File: config.mk
export PLATFORM = sky130hd
export DESIGN_NAME = i2c_dac_fast_write_master
export DESIGN_NICKNAME = d
export VERILOG_FILES = /design/src/rtl/core/i2cdac_pkg.sv /design/src/rtl/core/i2cdac_mv2code.sv /design/src/rtl/core/i2c_dac_fast_write_master.sv
export SDC_FILE = /design/constraint.sdc
export NUM_CORES = 1
export LEC_CHECK = 0
export BUFFER_PORTS_ARGS = -buffer_cell sky130_fd_sc_hd__buf_2
export CAP_MARGIN = 20
export CORE_UTILIZATION = 45
export CTS_CLUSTER_DIAMETER = 120
export DETAILED_ROUTE_END_ITERATION = 10
export GPL_ROUTABILITY_DRIVEN = 0
export MAX_ROUTING_LAYER = met4
export PLACE_DENSITY = 0.7
export SYNTH_ARGS = -nofsm -noshare
export SYNTH_HDL_FRONTEND = slang
export SYNTH_HIERARCHICAL = 1
export SYNTH_SLANG_ARGS = --single-unit
File: constraint.sdc
create_clock -name clk -period 7.7 [get_ports clk]
set_clock_uncertainty 0.1 [all_clocks]
set_input_delay 0.77 -clock clk [delete_from_list [all_inputs] [get_ports clk]]
set_output_delay 0.77 -clock clk [all_outputs]
set_load 0.1 [all_outputs]
File: src/rtl/core/i2cdac_pkg.sv
// ----------------------------------------------------------------------------
// i2cdac_pkg
// Shared constants for the I2C DAC fast-write master: field widths, command
// and register index codes, and the millivolt-to-code reciprocal constants.
// ----------------------------------------------------------------------------
package i2cdac_pkg;

  // Width of the DAC code carried in the frame
  localparam int unsigned CODE_BITS = 12;
  localparam longint unsigned MAX_CODE = (64'd1 << CODE_BITS) - 64'd1;

  // Input field widths
  localparam int unsigned CMD_W  = 2;
  localparam int unsigned CODEIN_W = 12;
  localparam int unsigned MV_W   = 12;

  // Stream data widths
  localparam int unsigned IN_TDATA_W  = 32;
  localparam int unsigned OUT_TDATA_W = 8;

  // Configuration port
  localparam int unsigned CFG_IDX_W  = 3;
  localparam int unsigned CFG_DATA_W = 16;

  localparam logic [CFG_IDX_W-1:0] CFG_ADDR_CODE = 3'd0;
  localparam logic [CFG_IDX_W-1:0] CFG_ADDR_VOLT = 3'd1;
  localparam logic [CFG_IDX_W-1:0] CFG_HALF_PER  = 3'd2;
  localparam logic [CFG_IDX_W-1:0] CFG_ACK_TMO   = 3'd3;
  localparam logic [CFG_IDX_W-1:0] CFG_GAP       = 3'd4;

  // Register reset values
  localparam logic [6:0]  RST_ADDR_CODE = 7'd96;
  localparam logic [6:0]  RST_ADDR_VOLT = 7'd97;
  localparam logic [7:0]  RST_HALF_PER  = 8'd2;
  localparam logic [7:0]  RST_ACK_TMO   = 8'd250;
  localparam logic [15:0] RST_GAP       = 16'd10000;

  // Command codes
  localparam logic [CMD_W-1:0] CMD_TICK  = 2'd0;
  localparam logic [CMD_W-1:0] CMD_CODE  = 2'd1;
  localparam logic [CMD_W-1:0] CMD_MVOLT = 2'd2;

  // Millivolt scaling: code = floor(2^CODE_BITS * mv / MV_FULL_SCALE),
  // done as mv * ceil(2^(MV_SHIFT+CODE_BITS) / MV_FULL_SCALE) >> MV_SHIFT,
  // which is exact for every 12-bit mv since 2^MV_SHIFT > 4096 * 3300.
  localparam longint unsigned MV_FULL_SCALE = 64'd3300;
  localparam int unsigned     MV_SHIFT      = 24;
  localparam longint unsigned MV_MULT =
    ((64'd1 << (MV_SHIFT + CODE_BITS)) + MV_FULL_SCALE - 64'd1) / MV_FULL_SCALE;
  localparam int unsigned MV_MULT_W = $clog2(MV_MULT + 64'd1);
  localparam int unsigned MV_PROD_W = MV_W + MV_MULT_W;
  localparam int unsigned MV_QUOT_W = MV_PROD_W - MV_SHIFT;

endpackage

File: src/rtl/core/i2cdac_mv2code.sv
// ----------------------------------------------------------------------------
// i2cdac_mv2code
// Converts a millivolt target to a DAC code by a constant reciprocal
// multiply, saturating at the largest code.
// ----------------------------------------------------------------------------
module i2cdac_mv2code (
  input  logic [i2cdac_pkg::MV_W-1:0]      mv,
  output logic [i2cdac_pkg::CODE_BITS-1:0] code
);
  import i2cdac_pkg::*;

  logic [MV_PROD_W-1:0] prod;
  logic [MV_QUOT_W-1:0] quot;

  // Scale by the reciprocal of full scale, keep the integer part
  assign prod = MV_PROD_W'(mv) * MV_PROD_W'(MV_MULT);
  assign quot = prod[MV_PROD_W-1:MV_SHIFT];

  // Clamp to the largest code
  assign code = (quot > MV_QUOT_W'(MAX_CODE)) ? CODE_BITS'(MAX_CODE)
                                               : CODE_BITS'(quot);

endmodule

File: src/rtl/core/i2c_dac_fast_write_master.sv
// Path: an input transaction is held in the input register, then the tick step
//   writes its result into the result register.
// Throughput: one tick per cycle unless a stalled result holds the flow; the
//   input register refills in the same cycle the result register takes its result.
// Reset (rst_n low, synchronous): bus sequencer idle, all counters and the
//   error flag cleared, registers back to their default values.
// ----------------------------------------------------------------------------
// i2c_dac_fast_write_master
// Tick-level I2C master that sends a start, an address byte and two DAC code
// bytes with ACK polls, then a stop and a settle gap.
// ----------------------------------------------------------------------------
module i2c_dac_fast_write_master (
  input  logic                               clk,
  input  logic                               rst_n,
  // Input stream
  input  logic                               in_tvalid,
  output logic                               in_tready,
  // [11:0] code, [23:12] millivolts, [24] sda_in, [31:25] zero
  input  logic [i2cdac_pkg::IN_TDATA_W-1:0]  in_tdata,
  // [1:0] cmd
  input  logic [i2cdac_pkg::CMD_W-1:0]       in_tuser,
  // Result stream
  output logic                               out_tvalid,
  input  logic                               out_tready,
  // [0] scl_level, [1] sda_level, [2] sda_drive, [3] busy_res,
  // [4] frame_done, [5] ack_error, [7:6] zero
  output logic [i2cdac_pkg::OUT_TDATA_W-1:0] out_tdata,
  // Configuration write port
  input  logic                               cfg_we,
  input  logic [i2cdac_pkg::CFG_IDX_W-1:0]   cfg_addr,
  input  logic [i2cdac_pkg::CFG_DATA_W-1:0]  cfg_wdata
);
  import i2cdac_pkg::*;

  typedef enum logic [3:0] {
    PH_IDLE     = 4'd0,
    PH_START_HI = 4'd1,
    PH_START_LO = 4'd2,
    PH_BIT_LO   = 4'd3,
    PH_BIT_HI   = 4'd4,
    PH_ACK_LO   = 4'd5,
    PH_ACK_HI   = 4'd6,
    PH_STOP_LO  = 4'd7,
    PH_STOP_HI  = 4'd8,
    PH_GAP      = 4'd9
  } phase_t;

  // Configuration registers
  logic [6:0]  addr_code_r, addr_volt_r;
  logic [7:0]  half_per_r, ack_tmo_r;
  logic [15:0] gap_r;

  // Input register
  logic                 s1_valid_r;
  logic [CMD_W-1:0]     s1_cmd_r;
  logic [CODEIN_W-1:0]  s1_code_r;
  logic [MV_W-1:0]      s1_mv_r;
  logic                 s1_sda_r;

  // Sequencer state
  phase_t      phase_r, phase_nxt, phase_cur;
  logic [7:0]  shift_r, shift_nxt, shift_cur;
  logic [2:0]  bit_idx_r, bit_idx_nxt, bit_idx_cur;
  logic [1:0]  byte_idx_r, byte_idx_nxt, byte_idx_cur;
  logic [23:0] frame_r, frame_nxt, frame_cur;
  logic [15:0] tick_r, tick_nxt, tick_cur;
  logic        err_r, err_nxt, err_cur;

  // Result register
  logic                   out_valid_r;
  logic [OUT_TDATA_W-1:0] out_data_r;

  // Step helpers
  logic                 advance;
  logic [CODE_BITS-1:0] mv_code, new_code;
  logic [15:0]          code_word;
  logic [6:0]           new_addr;
  logic [7:0]           half_eff;
  logic [15:0]          half_tick, ack_tick;
  logic                 half_hit;
  logic [2:0]           bit_inc;
  logic [1:0]           byte_inc;
  logic                 scl_o, sda_o, drv_o, busy_o, done_o;

  // Millivolt conversion
  i2cdac_mv2code u_mv2code (
    .mv   (s1_mv_r),
    .code (mv_code)
  );

  // Handshake: step the input register whenever the result slot frees
  assign advance    = s1_valid_r && (!out_valid_r || out_tready);
  assign in_tready  = !s1_valid_r || advance;
  assign out_tvalid = out_valid_r;
  assign out_tdata  = out_data_r;

  // Configuration writes
  always_ff @(posedge clk) begin
    if (!rst_n) begin
      addr_code_r <= RST_ADDR_CODE;
      addr_volt_r <= RST_ADDR_VOLT;
      half_per_r  <= RST_HALF_PER;
      ack_tmo_r   <= RST_ACK_TMO;
      gap_r       <= RST_GAP;
    end else if (cfg_we) begin
      case (cfg_addr)
        CFG_ADDR_CODE: addr_code_r <= cfg_wdata[6:0];
        CFG_ADDR_VOLT: addr_volt_r <= cfg_wdata[6:0];
        CFG_HALF_PER:  half_per_r  <= cfg_wdata[7:0];
        CFG_ACK_TMO:   ack_tmo_r   <= cfg_wdata[7:0];
        CFG_GAP:       gap_r       <= cfg_wdata[15:0];
        default: ;
      endcase
    end
  end

  // Capture the input transaction
  always_ff @(posedge clk) begin
    if (!rst_n) begin
      s1_valid_r <= 1'b0;
    end else if (in_tready) begin
      s1_valid_r <= in_tvalid;
    end
  end

  always_ff @(posedge clk) begin
    if (in_tvalid && in_tready) begin
      s1_cmd_r  <= in_tuser;
      s1_code_r <= in_tdata[11:0];
      s1_mv_r   <= in_tdata[23:12];
      s1_sda_r  <= in_tdata[24];
    end
  end

  // Frame code for the pending command
  assign new_code  = (s1_cmd_r == CMD_CODE) ? CODE_BITS'(s1_code_r) : mv_code;
  assign new_addr  = (s1_cmd_r == CMD_CODE) ? addr_code_r : addr_volt_r;
  assign code_word = 16'(new_code);
  assign half_eff  = (half_per_r == 8'd0) ? 8'd1 : half_per_r;

  // One tick of the bus sequencer
  always_comb begin
    phase_cur    = phase_r;
    shift_cur    = shift_r;
    bit_idx_cur  = bit_idx_r;
    byte_idx_cur = byte_idx_r;
    frame_cur    = frame_r;
    tick_cur     = tick_r;
    err_cur      = err_r;
    done_o       = 1'b0;

    // End the settle gap
    if (phase_r == PH_GAP && tick_r >= gap_r) begin
      done_o    = 1'b1;
      phase_cur = PH_IDLE;
      tick_cur  = 16'd0;
    end

    // Start a frame on a write command while idle
    if (phase_cur == PH_IDLE && (s1_cmd_r == CMD_CODE || s1_cmd_r == CMD_MVOLT)) begin
      frame_cur    = {new_addr, 1'b0, code_word[15:8], code_word[7:0]};
      err_cur      = 1'b0;
      byte_idx_cur = 2'd0;
      bit_idx_cur  = 3'd0;
      shift_cur    = frame_cur[23:16];
      tick_cur     = 16'd0;
      phase_cur    = PH_START_HI;
    end

    busy_o    = (phase_cur != PH_IDLE);
    half_tick = tick_cur + 16'd1;
    half_hit  = (half_tick >= 16'(half_eff));
    ack_tick  = tick_cur + 16'd1;
    bit_inc   = bit_idx_cur + 3'd1;
    byte_inc  = byte_idx_cur + 2'd1;

    phase_nxt    = phase_cur;
    shift_nxt    = shift_cur;
    bit_idx_nxt  = bit_idx_cur;
    byte_idx_nxt = byte_idx_cur;
    frame_nxt    = frame_cur;
    tick_nxt     = tick_cur;
    err_nxt      = err_cur;
    scl_o        = 1'b1;
    sda_o        = 1'b1;
    drv_o        = 1'b1;

    case (phase_cur)
      PH_IDLE: ;
      PH_START_HI: begin
        tick_nxt = half_hit ? 16'd0 : half_tick;
        if (half_hit) phase_nxt = PH_START_LO;
      end
      PH_START_LO: begin
        sda_o    = 1'b0;
        tick_nxt = half_hit ? 16'd0 : half_tick;
        if (half_hit) phase_nxt = PH_BIT_LO;
      end
      PH_BIT_LO: begin
        scl_o    = 1'b0;
        sda_o    = shift_cur[7];
        tick_nxt = half_hit ? 16'd0 : half_tick;
        if (half_hit) phase_nxt = PH_BIT_HI;
      end
      PH_BIT_HI: begin
        sda_o    = shift_cur[7];
        tick_nxt = half_hit ? 16'd0 : half_tick;
        if (half_hit) begin
          shift_nxt   = {shift_cur[6:0], 1'b0};
          bit_idx_nxt = bit_inc;
          phase_nxt   = (bit_inc == 3'd0) ? PH_ACK_LO : PH_BIT_LO;
        end
      end
      PH_ACK_LO: begin
        scl_o    = 1'b0;
        drv_o    = 1'b0;
        tick_nxt = half_hit ? 16'd0 : half_tick;
        if (half_hit) phase_nxt = PH_ACK_HI;
      end
      PH_ACK_HI: begin
        drv_o = 1'b0;
        if (!s1_sda_r) begin
          // ACK seen: next byte or stop after the last one
          tick_nxt     = 16'd0;
          byte_idx_nxt = byte_inc;
          if (byte_inc == 2'd0 || byte_inc == 2'd3) begin
            phase_nxt = PH_STOP_LO;
          end else begin
            shift_nxt   = (byte_inc == 2'd1) ? frame_cur[15:8] : frame_cur[7:0];
            bit_idx_nxt = 3'd0;
            phase_nxt   = PH_BIT_LO;
          end
        end else if (ack_tick > 16'(ack_tmo_r)) begin
          // Timeout: flag and stop
          err_nxt   = 1'b1;
          tick_nxt  = 16'd0;
          phase_nxt = PH_STOP_LO;
        end else begin
          tick_nxt = ack_tick;
        end
      end
      PH_STOP_LO: begin
        scl_o    = 1'b0;
        sda_o    = 1'b0;
        tick_nxt = half_hit ? 16'd0 : half_tick;
        if (half_hit) phase_nxt = PH_STOP_HI;
      end
      PH_STOP_HI: begin
        sda_o    = 1'b0;
        tick_nxt = half_hit ? 16'd0 : half_tick;
        if (half_hit) phase_nxt = PH_GAP;
      end
      PH_GAP: begin
        tick_nxt = tick_cur + 16'd1;
      end
      default: begin
        phase_nxt = PH_IDLE;
        tick_nxt  = 16'd0;
        busy_o    = 1'b0;
      end
    endcase

    // Released SDA reads high
    if (!drv_o) sda_o = 1'b1;
  end

  // Hold state and the result register
  always_ff @(posedge clk) begin
    if (!rst_n) begin
      phase_r     <= PH_IDLE;
      shift_r     <= 8'd0;
      bit_idx_r   <= 3'd0;
      byte_idx_r  <= 2'd0;
      frame_r     <= 24'd0;
      tick_r      <= 16'd0;
      err_r       <= 1'b0;
      out_valid_r <= 1'b0;
    end else if (advance) begin
      phase_r     <= phase_nxt;
      shift_r     <= shift_nxt;
      bit_idx_r   <= bit_idx_nxt;
      byte_idx_r  <= byte_idx_nxt;
      frame_r     <= frame_nxt;
      tick_r      <= tick_nxt;
      err_r       <= err_nxt;
      out_valid_r <= 1'b1;
    end else if (out_tready) begin
      out_valid_r <= 1'b0;
    end
  end

  // Result payload
  always_ff @(posedge clk) begin
    if (advance) begin
      out_data_r <= {2'b00, err_nxt, done_o, busy_o, drv_o, sda_o, scl_o};
    end
  end

endmodule

## After elaboration in Yosys (flattened, before gate mapping)

Cells that the tools add are included.

- Flip-flop bits (word level): 131
- Input bits: 58
- Output and inout bits: 10
- Logic and storage cells: 126

- $add $sub $neg: 3
- $mul: 1
- Order comparisons: 4
- Equal/unequal tests: 18
- Multiplexer cells: 49
- Reductions and logical operators: 30

Operators with widths:

| operator | number |
|---|---|
| $mux 16 | 6 |
| $pmux 16 s4 | 1 |
| $mux 8 | 6 |
| $mux 4 | 11 |
| $pmux 4 s9 | 1 |
| $mul 12x23->35 const B | 1 |
| $mux 12 | 2 |
| $mux 3 | 6 |
| $add 16x1->16 const B | 1 |
| $eq 4x3->1 const B | 4 |
| $ge 16x16->1 | 1 |
| $ge 16x8->1 | 1 |
| $gt 16x8->1 | 1 |
| $pmux 8 s2 | 1 |
| $gt 13x12->1 const B | 1 |
| $eq 4x4->1 const B | 3 |
| $reduce_and 2->1 | 5 |
| $reduce_or 10->1 | 1 |
| $mux 1 | 9 |
| $eq 4x2->1 const B | 2 |
| $logic_not 4->1 | 2 |
| $logic_not 8->1 | 1 |
| $mux 7 | 1 |
| $reduce_or 7->1 | 1 |
| other kinds (20) | 36 |

## Depth between registers and ports, before layout

- Word-level depth: 12
- Depth in mapped cells: 24
- Mapped depth without buffers: 23

## By module

Netlist, hierarchy kept.

By module, submodules not included:

| module | times used | cells each | area an instance (µm²) | sequential area each (µm²) |
|---|---|---|---|---|
| i2c_dac_fast_write_master | 1 | 815 | 7254.5 | 2952.8 |
| i2cdac_mv2code | 1 | 437 | 3776.1 | 0.0 |

## Worst setup path after synthesis

Ideal clock, no wire load.

- Kind: flip-flop to flip-flop
- Start point: register s1_mv_r[10]
- End point: register shift_r[1]
- Setup time: 117 ps
- Arrival time: 5759 ps
- Data required time: 7483 ps
- Path slack: 1724 ps
- Stages on the path, launching flop included: 24
- Path buffers: 2
- Period minus slack after synthesis: 5976 ps
- Path through: edfxtp_1 -> inv_1 -> fa_1 -> fa_1 -> inv_1 -> fa_1 -> fa_1 -> inv_1 -> fa_1 -> inv_1 -> ha_1 -> buf_2 -> a21oi_2 -> o21a_1 -> o21ai_1 -> or4_1 -> mux2i_1 -> buf_4 -> o21ai_1 -> mux4_2 -> mux2i_1 -> o22ai_1 -> nor2_1 -> o2bb2ai_1

- Word-level cells in the longest chain between the ends: 9

RTL lines:

| item | line | source |
|---|---|---|
| start, declared | i2c_dac_fast_write_master.sv:57 | `logic [MV_W-1:0] s1_mv_r;` |
| start signal, assigned | i2c_dac_fast_write_master.sv:130 | `s1_mv_r <= in_tdata[23:12];` |
| $mul 12x23->35 * | i2cdac_mv2code.sv:16 | `assign prod = MV_PROD_W'(mv) * MV_PROD_W'(MV_MULT);` |
| $gt 13x12->1 | i2cdac_mv2code.sv:20 | `assign code = (quot > MV_QUOT_W'(MAX_CODE)) ? CODE_BITS'(MAX_CODE)` |
| $mux 12 * | i2cdac_mv2code.sv:20 |  |
| net mv_code[9] | i2c_dac_fast_write_master.sv:75 | `logic [CODE_BITS-1:0] mv_code, new_code;` |
| $mux 12 * | i2c_dac_fast_write_master.sv:136 | `assign new_code = (s1_cmd_r == CMD_CODE) ? CODE_BITS'(s1_code_r) : mv_code;` |
| $mux 16 * | i2c_dac_fast_write_master.sv:160 | `if (phase_cur == PH_IDLE && (s1_cmd_r == CMD_CODE \|\| s1_cmd_r == CMD_MVOLT)) begin` |
| $mux 8 * | i2c_dac_fast_write_master.sv:229 | `shift_nxt = (byte_inc == 2'd1) ? frame_cur[15:8] : frame_cur[7:0];` |
| $mux 8 * | i2c_dac_fast_write_master.sv:226 | `if (byte_inc == 2'd0 \|\| byte_inc == 2'd3) begin` |
| $mux 8 * | i2c_dac_fast_write_master.sv:222 | `if (!s1_sda_r) begin` |
| $pmux 8 s2 * | i2c_dac_fast_write_master.sv:188 | `case (phase_cur)` |
| end signal, assigned | i2c_dac_fast_write_master.sv:280 | `shift_r <= shift_nxt;` |
| end, declared | i2c_dac_fast_write_master.sv:62 | `logic [7:0] shift_r, shift_nxt, shift_cur;` |

The timed path passes the listed nets; every way through them passes the cells marked *.
A chain may end at the register's enable or synchronous reset.

## Worst setup path in the final report

Same ends and word-level chain as after synthesis.

==> metrics.md <==
| Metric | Value |
|---|---|
| Status | `finished clean` |
| DP HPWL | `20.5 mm` |
| Final worst path period need | `6.82 ns` |
| Post-synthesis average cell area | `8.81 um2` |
| Count of vias placed by the detailed router | `9124` |
| Fraction of power spent switching nets | `43.9%` |
| Buf/Inv on CP | `4` |
| Level count of the clock H-tree | `4` |
| Crit-path leading delay family | `adder cells` |
| Count of warnings emitted by yosys | `6` |
| Placed instance count | `1585` |
| CTS tree | `built` |
| Hold Crit Depth | `2` |
| Via count of the first global-routing pass | `8764` |
| Kind of start point of the critical path | `flip-flop` |
| Pre-CTS setup slack | `0.921 ns` |
| Share of Yosys cell area claimed by the top area cell type | `17.8%` |
| Final cell count without fillers | `1617` |
| Pwr dens | `302 nW/um2` |
| Setup TNS after final layout | `0 ns` |
| Seq pwr share | `20.6%` |
| Hold bufs inserted after CTS | `0` |
| Primary FF master, synth | `dfxtp_1` |
| Standard cell with the maximum stage delay on the critical path | `fa_1` |
| CTS buffer count | `17` |
| Overall die width | `159 um` |
| Number of sinks on the clock net | `131` |
| Relative slew margins | `37.8%` |
| Pin count of the biggest net entering global routing | `56` |
| Maximum clock rate | `147 MHz` |
| Final design utilization | `51.1%` |
| Overall fraction of global-route tracks in use | `22.8%` |
| Highest cell delay on the worst timing path | `0.61 ns` |
| Detailed-route wire length | `26.9 mm` |
| Data required time at the worst endpoint | `7.92 ns` |
| Die area | `25100 um2` |
| Buffer cell driving the clock tree root | `clkbuf_16` |
| Initial cell density of the core | `46.4%` |
| Total power after layout | `3.66 mW` |
| Number of enable-type register cells in the synthesized netlist | `33` |
| VDD IR-drop max | `0.197 mV` |
| Global route overflow | `0` |
| Residual antenna-violating net count after detailed routing | `0` |
| Cell breakdown of the critical path | `inv_1 > fa_1 > fa_1 > inv_1 > fa_1 > fa_1 > inv_1 > fa_1 > inv_1 > ha_1 > a21oi_2 > o21a_1 > o21ai_1 > or4_1 > mux2i_1 > o21ai_1 > mux4_2 > mux2i_1 > o22ai_1 > nor2_1 > o2bb2ai_1` |
| Row cnt | `56` |
| Seq/Total Area, Yosys | `26.8%` |
| Net total in the final layout | `1536` |
| Top cell by count, worst path | `fa_1` |
| Setup violators final | `0` |
| Clock network fraction of design power | `22.9%` |
| Total core area | `23800 um2` |
| Source of the worst register-to-register timing path | `s1_mv_r[10]` |
| Number of cells on the worst reg-to-reg path | `21` |
| Number of buffers on the longest clock path | `2` |
| Vertical extent of the die | `159 um` |
| Post-CTS setup buffer count | `0` |
| Worst hold path startpoint | `addr_code_r[1]` |
| Global-route wire length before repair | `43.9 mm` |
| Post-synth design cell area | `11000 um2` |
| Hold Path End | `addr_code_r[1]` |
| Most area-consuming cells after synthesis | `dfxtp_1 (18%), ha_1 (17%), edfxtp_1 (9.0%), fa_1 (8.3%), nand2_1 (5.5%)` |
| Length of the first detailed-routing pass in iterations | `7` |
| Clock-pin slew of the registers on the worst-case setup and hold paths | `0.06 ns` |
| RSZ-0062 raised after global routing | `false` |
| Instance count of the mapped netlist | `1252` |
| Port Buffer Count | `58` |
| Final Hold Violating Endpoints | `0` |
| Library cells used by synthesis | `93` |
| Critical path class | `flip-flop to flip-flop` |
| Count of pins on the block boundary | `68` |
| Initial detailed-routing violation count | `607` |
| Fraction of synthesis flops using an asynchronous set or reset pin | `0%` |
| Final cycle utilization of the critical path | `88.6%` |
| PostCTS Resize Cnt | `0` |
| Clock network latency to the later pin of the worst-skew pair | `0.43 ns` |
| Count of final max-slew check failures | `0` |
| Relative contribution of combinational cells to total power | `56.5%` |
| Yosys top cell by area | `dfxtp_1` |
| Ant. Diodes | `0` |
| Average wire per cell in the routed design | `16.6 um` |
| Worst setup slack for register-to-register paths | `0.88 ns` |
| Area growth syn-to-layout | `9.96%` |
| Worst setup slack after layout | `0.876 ns` |
| Synth Register Bits | `131` |
| Worst Setup End Kind | `flip-flop` |
| Sw Pwr | `1.61 mW` |
| Static leakage | `5.47 nW` |
| Min-delay worst type | `flip-flop to flip-flop` |
| Arrival time worst endpoint | `7.04 ns` |
| Layout cells sized above 1 | `10.4%` |
| Largest fanout on the critical path | `11` |
| Internal power of the cells | `2.05 mW` |
| Count of unresolved DRC violations after routing | `0` |
| Number of violations of the max-capacitance limit | `0` |
| Routed vias/inst | `5.64` |
| Capture point of the worst reg-to-reg path | `shift_r[1]` |
| Slew at the pin closest to its max-slew limit | `0.932 ns` |
| Initial antenna violation count | `0` |
-- through the flow --
| step | hold slack [ns] | cell area, um2 |
|---|---|---|
| 2_1_floorplan | 0.323 | 11000 |
| 3_3_place_gp | 0.340 | 11500 |
| 3_5_place_dp | 0.350 | 11500 |
| 4_1_cts | 0.357 | 12100 |
| 5_1_grt | 0.389 | 12100 |
| 6_report | 0.364 | 12100 |
-- per-layer routing --
metal,global-route usage [%],share of wire [%]
met4,6.23,1.4
met3,3.32,5.3
met1,30.0,46
met2,36.6,47
met5,-,0
-- flip-flops by register name (all words and copies together) (netlist names) --
| register | cells |
|---|---|
| frame_r | 16 |
| gap_r | 16 |
| tick_r | 16 |
| s1_code_r | 12 |
| s1_mv_r | 12 |
| ack_tmo_r | 8 |
| half_per_r | 8 |
| shift_r | 8 |
| addr_code_r | 7 |
| addr_volt_r | 7 |
| out_tdata | 6 |
| phase_r | 4 |
| bit_idx_r | 3 |
| byte_idx_r | 2 |
| s1_cmd_r | 2 |
| err_r | 1 |
| out_tvalid | 1 |
| s1_sda_r | 1 |
| s1_valid_r | 1 |
-- synth_stat cells, types with 16 or more instances --
cell type	n
clkbuf_1	30
fa_1	46
mux2i_1	27
a21oi_1	54
dfxtp_1	98
o211ai_1	21
o21ai_1	22
nor3_1	19
nor2_1	47
nand2_1	163
nand3_1	32
xor2_1	17
inv_1	140
o21ai_0	54
ha_1	147
a21boi_0	32
nand4_1	18
edfxtp_1	33
nor2b_1	18
a31oi_1	16
-- cells by family after synthesis --
kind of cell	share of synthesized area, %
fa+ha+maj	25.0
simple gates	16.4
xor+xnor	2.14
mux	3.47
other cells	0.0340
buf+inv	7.01
compound gates	19.1
flops	26.8
-- worst max-delay path by stage --
stage | endpoint | cells after the start | from
after floorplan | shift_r[1] | 23 | s1_mv_r[10]
after global placement | shift_r[1] | 21 | s1_mv_r[9]
after detailed placement | shift_r[1] | 21 | s1_mv_r[9]
after CTS | shift_r[1] | 21 | s1_mv_r[10]
after global routing | shift_r[1] | 21 | s1_mv_r[10]
final | shift_r[1] | 21 | s1_mv_r[10]
-- tightest hold or removal path, cell delays in order (launching register included) --
cell      delay (ns)
dfxtp_1         0.31
nand2_1         0.04
a21boi_0        0.06
-- final cells by class --
type	instances	area (um2)
tap	319	399
sequential	131	2950
fill	2193	11600
multi-input combinational	930	7310
timing repair buffer	64	335
clock inverter	14	175
clock buffer	18	429
inverter	141	529
-- cells in the final DEF, fill, tap and decap left out, drive strengths merged, types with 10 or more instances in the layout --
master  count
nor2       47
xnor2      10
mux2i      27
nor2b      18
nand4      19
a21boi     33
nand2     164
inv       145
nand3      33
edfxtp     33
dfxtp      98
a21oi      59
fa         46
a31oi      16
xor2       17
and2       10
o211ai     23
buf        64
o211a      13
ha        147
clkbuf     18
and3       15
nor3       20
o21ai      77
-- power by group through the flow --
stage	clock, mW	combinational, mW	sequential [mW]
6_report	0.838	2.07	0.755
5_1_grt	0.882	2.33	0.758
4_1_cts	0.853	2.05	0.755
3_5_place_dp	0	2.03	0.770
3_3_place_gp	0	2.00	0.769
2_1_floorplan	0	1.60	0.768
Power figures use the tool's default switching activity.
